File: config.mk
export PLATFORM = sky130hd
export DESIGN_NAME = tre_ram
export DESIGN_NICKNAME = d
export VERILOG_FILES = /design/src/rtl/tre_ram.sv
export SDC_FILE = /design/constraint.sdc
export NUM_CORES = 2
export LEC_CHECK = 0
export BUFFER_PORTS_ARGS = -buffer_cell sky130_fd_sc_hd__buf_4
export CORE_ASPECT_RATIO = 2
export CORE_MARGIN = 5
export CORE_UTILIZATION = 45
export CTS_CLUSTER_SIZE = 24
export DETAILED_ROUTE_END_ITERATION = 10
export SLEW_MARGIN = 20
export SYNTH_ARGS = -nofsm -noshare
export SYNTH_HDL_FRONTEND = slang
export SYNTH_SLANG_ARGS = --single-unit
export TNS_END_PERCENT = 100
File: constraint.sdc
create_clock -name clk -period 11.5 [get_ports clk]
set_input_delay 0.575 -clock clk [delete_from_list [all_inputs] [get_ports clk]]
set_output_delay 0.575 -clock clk [all_outputs]
set_load 0.02 [all_outputs]
File: src/rtl/tre_ram.sv
module tre_ram #(
  parameter int WIDTH = 48,
  parameter int DEPTH = 63,
  localparam int AW = (DEPTH > 1) ? $clog2(DEPTH) : 1
) (
  input  logic             clk,
  input  logic             we,
  input  logic [AW-1:0]    waddr,
  input  logic [WIDTH-1:0] wdata,
  input  logic             re,
  input  logic [AW-1:0]    raddr,
  output logic [WIDTH-1:0] rdata
);

  logic [WIDTH-1:0] mem [DEPTH];

  always_ff @(posedge clk) begin
    if (we) begin
      mem[waddr] <= wdata;
    end
    if (re) begin
      rdata <= mem[raddr];
    end
  end

endmodule
Word-level counts from Yosys, hierarchy flattened
Memories as Yosys holds them, arrays and structs flattened. A register that Yosys moved wholly into a read port is not among the register bits.
Cells that the tools add are included.
{"block": "totals", "wordCells": 3, "mem_bits_rw": 3024, "reg_bits": 0, "memories": 1, "input_bits": 63, "out_inout_bits": 48}
{"block": "classes", "n_mux": 2}
{"name": "mem", "depth": 63, "word_bits": 48, "rd": 1, "rd_ports_with_merged_regs": 1, "wr": 1, "line": "15", "rtl": "logic [WIDTH-1:0] mem [DEPTH];"}
{"op": "2-to-1 mux 1 bit", "n": 2}

Depth between registers and ports, before layout
{"block": "depth", "ltp_word": 2, "ltp_mapped": 10}

Worst setup path after synthesis
Ideal clock, no wire load.
{"block": "synth_timing", "path_kind": "in2reg", "start": "input port waddr[4]", "end": "memory mem[32][0] (enable)", "stages": 4, "slack_ns": 6.662, "arrival_time_ns": 4.326, "path_cell_list": "clkbuf_1 nor2_1 nand4b_1 nor3_1"}
{"element": "from (decl)", "line": "8", "rtl": "input logic [AW-1:0] waddr,"}
{"element": "to (decl)", "line": "15"}
No word-level cell before the write port.

==> results.txt <==
* Maximum clock insertion buffer count: 4
* Cell area power density: 169 mW/mm^2
* Top Family by Delay on Critical Path: buffers and inverters
- Synthesized area: 0.118 mm^2
- Antenna violations before repair: 16
- After synthesis, the cell types taking the most area are sky130_fd_sc_hd__edfxtp_1, sky130_fd_sc_hd__mux4_2, sky130_fd_sc_hd__mux2i_1.
- Worst reg-to-reg setup slack: 9.32 ns
- Vertical die dimension: 735 um
- The flow ran to the end, and the final reports show no timing, DRC or antenna violations.
- Yosys reg bits: 3072
- Number of top-level pins: 111
- Sequential cells were found to cover 77.9% of the synthesized design area.
* Final-report setup violation count: 0
- For this run, the total global-route usage over all layers was measured as 25.5%.
- Final max-slew violation count: 0
- Post-DP Area: 0.123 mm^2
- Antenna viol nets, final: 0
- Pleak: 41.2 nW
* Placed cell count: 8736
* Placeable core region: 0.262 mm^2
* Number of buffers inserted during clock tree synthesis: 249
* Highest metal layer with signal wires: met5
- Design Area, Final: 0.131 mm^2
- Port Buffers: 110
- Once the floorplan was initialized, standard cells occupied 45.1% of the core.
- Timing would allow up to 267 MHz.
- Startpoint type of the worst setup path: input pin
* WL final: 354000 um
- Required arrival time at the worst endpoint: 12.12 ns
* Synth unique cells: 45
- The worst pin sits at a relative slew slack of 18.3%.
- Clock latency on the worst-skew pair, taken at its later pin, is 0.91 ns.
- The die covers 0.274 mm^2.
- Wire length on met3: 25400 um
- Number of vias in the routed layout: 58300
- For this design, the CTS-stage hold fixing added 0 buffers.
- Clock root buffer: sky130_fd_sc_hd__clkbuf_16
- End-of-flow core utilization: 50.1%
- Synthesized Nets: 5352
- Global routing finished with a remaining overflow of 0.
- Type of destination of the critical path: flip-flop
- Across the VDD grid, the largest voltage drop is 0.156 mV.
- First-pass GRT wire length: 485000 um
- The setup path with the least slack is of type input pin to flip-flop.
- Counting the fill cells in the layout gives 20900.
* Critical Path AT: 4.37 ns
- Layout cells sized above 1: 25.0%
* Final weighted congestion in routability-driven placement: 0.789
- After layout, the worst path uses 32.6% of the clock period.
* Vias per cell: 6.34
- Total of max-cap violations: 0
* Yosys top cell by area: sky130_fd_sc_hd__edfxtp_1
* Slew at the pin with the worst max-slew slack: 1.22 ns
- Synth-to-Final Area Change: 10.9%
- Synth warn: 0
* Clock edge transition at the registers on the reported setup and hold paths: 0.07 ns
- Leaving out filler cells and counting taps, the final layout contains 9204.
* Setup Skew: 0.0696 ns
- In the synthesized netlist, the number of instances is 5289.
- For this run, the post-layout net count is 5567.
- After detailed routing, the met2 layer carries 189000 um of wire.
- Sum of net half-perimeters after detailed placement: 190000 um
* Syn Area/Cell: 22.4 um^2
* WL met1: 121000 um
- Total number of H-tree levels: 4
* Maximum number of pins on one net before global-route repair: 121
- Counting stages on the worst path, the most repeated cell is sky130_fd_sc_hd__buf_4.
- First-pass iteration count of the detailed router: 6
- Routed length per placed instance: 38.5 um
- Clock tree from TritonCTS: built
* DRC violations left: 0
- Count of cells resized by post-cts repair: 0
- Crit-path slowest cell: sky130_fd_sc_hd__nand2_1
- Number of failing hold endpoints at the final stage: 0
- In this run, the number of DRC markers left after iteration 0 of detailed routing was 6985.
* Final critical path time including I/O delays and setup: 3.75 ns
- Together, buffers and inverters on the worst path number 4.
* Maximum fanout count along the critical path: 46
- List of cells traversed by the critical path: buf_8, buf_4, buf_4, nand2_1, buf_4, o22ai_1, o21ai_0, o211ai_1, a21oi_1
- In this run the core area contains 266 standard-cell rows.
- Area share of the largest cell type after synthesis: 77.9%
* Unrepaired setup endpoints after global routing: false
- Number of post-CTS setup repair buffers: 0
* Crit path largest cell delay: 0.74 ns
- The via count of the first global-routing pass is 59400.
* Chip width: 373 um
- TritonCTS Sinks: 3072
- After routing, the total negative slack on setup checks comes to 0 ns.
- The path class of the tightest hold or removal check is input pin to flip-flop.
layout make-up:
class	count	area [um^2]	area share [%]
antenna	13	32.5	0.0248
clock buffer	298	6500	4.95
clock inverter	156	1390	1.06
inverter	1	11.3	0.00858
multi-input combinational	1907	24500	18.7
sequential	3072	92200	70.3
tap	3484	4360	3.32
timing repair buffer	273	2230	1.70
power by group:
group | switching, mW | leakage, nW | internal, mW
Clock | 3.93 | 3.86 | 4.59
Sequential | 0.0470 | 27.7 | 12.4
Combinational | 0.749 | 9.62 | 0.413
Total | 4.73 | 41.2 | 17.4
cells in the mapped netlist, drive strengths merged:
cell type  number
mux2           80
nand2         136
a32oi          11
o2111ai         6
and2           22
nand3          17
clkbuf         87
nor2           84
edfxtp       3072
a221oi         10
nand2b         29
clkinv          1
or3             7
o211a          15
nand4b          1
o221a          12
o211ai         41
a31oi           6
a221o          12
or2             3
nand4           2
o21ai          43
a311oi          2
nand3b          7
buf           222
o221ai         39
nor2b          28
a2bb2oi         4
a211o          13
a2111oi         1
or3b            2
o22ai          38
a211oi         38
a22oi          58
nor4           12
nor3           26
mux2i         357
a21oi          96
mux4          649
logic make-up after synthesis:
| logic type | Yosys count | share of synthesized area (%) |
|---|---|---|
| AND/OR/NAND/NOR | 376 | 1.49 |
| AO/OA/AOI/OAI | 445 | 2.67 |
| multiplexers | 1086 | 16.1 |
| buffers and inverters | 310 | 1.76 |
| flip-flops | 3072 | 77.9 |
sequential cells by signal, summed over array words and instances (netlist names):
| name | cells |
|---|---|
| mem | 3024 |
| rdata | 48 |
layer usage:
layer	vias up	track usage (%)
li1	22700	-
met1	32000	30.2
met2	2822	46.3
met3	764	3.74
met4	6	10.8
met5	-	0
placed cells by master, fill, tap and decap left out, types with 13 or more instances in the layout:
cell / synthesis / layout
sky130_fd_sc_hd__bufinv_16: 0 / 26
sky130_fd_sc_hd__nor2_4: 0 / 62
sky130_fd_sc_hd__mux2i_1: 357 / 357
sky130_fd_sc_hd__o21ai_0: 40 / 40
sky130_fd_sc_hd__nor2_1: 84 / 21
sky130_fd_sc_hd__clkinv_2: 0 / 49
sky130_fd_sc_hd__clkbuf_1: 87 / 45
sky130_fd_sc_hd__buf_4: 63 / 258
sky130_fd_sc_hd__o22ai_1: 38 / 38
sky130_fd_sc_hd__o211a_1: 15 / 15
sky130_fd_sc_hd__mux4_2: 649 / 649
sky130_fd_sc_hd__clkinv_1: 1 / 67
sky130_fd_sc_hd__nand2_1: 136 / 135
sky130_fd_sc_hd__nor2b_1: 28 / 23
sky130_fd_sc_hd__edfxtp_1: 3072 / 3072
sky130_fd_sc_hd__a22oi_1: 58 / 58
sky130_fd_sc_hd__a21oi_1: 96 / 96
sky130_fd_sc_hd__o221ai_1: 39 / 39
sky130_fd_sc_hd__clkbuf_16: 0 / 253
sky130_fd_sc_hd__a211o_1: 13 / 13
sky130_fd_sc_hd__and2_1: 22 / 21
sky130_fd_sc_hd__diode_2: 0 / 13
sky130_fd_sc_hd__mux2_2: 80 / 80
sky130_fd_sc_hd__nand3_1: 17 / 17
sky130_fd_sc_hd__nor3_1: 26 / 24
sky130_fd_sc_hd__o211ai_1: 41 / 41
sky130_fd_sc_hd__nand2b_1: 29 / 27
sky130_fd_sc_hd__a211oi_1: 38 / 38
worst reg2reg max path, delay by kind of cell, from the launching register on:
| family | cells | cell delay [ns] |
|---|---|---|
| DFF | 1 | 0.37 |
| AOI/OAI and AO/OA | 2 | 0.84 |
| and+or+nand+nor | 2 | 0.27 |
| muxes | 1 | 0.45 |
worst paths after layout:
check | to | depth (start not counted) | from
min | mem[24][32] | 1 | wdata[32]
max reg2reg | rdata[6] | 5 | mem[42][6]
min reg2reg | rdata[23] | 5 | mem[62][23]
max | rdata[19] | 9 | raddr[1]
per-stage QoR:
step / power (mW) / worst slack (ns) / hold WS, ns
4_1_cts: 22.3 / 7.74 / 0.131
2_1_floorplan: 13.4 / 6.66 / 0.674
6_report: 22.1 / 7.75 / 0.176
5_1_grt: 22.8 / 7.51 / 0.192
3_3_place_gp: 13.9 / 6.77 / 0.905
3_5_place_dp: 13.9 / 6.77 / 0.900
No activity file was read; power rests on OpenSTA's default activity.
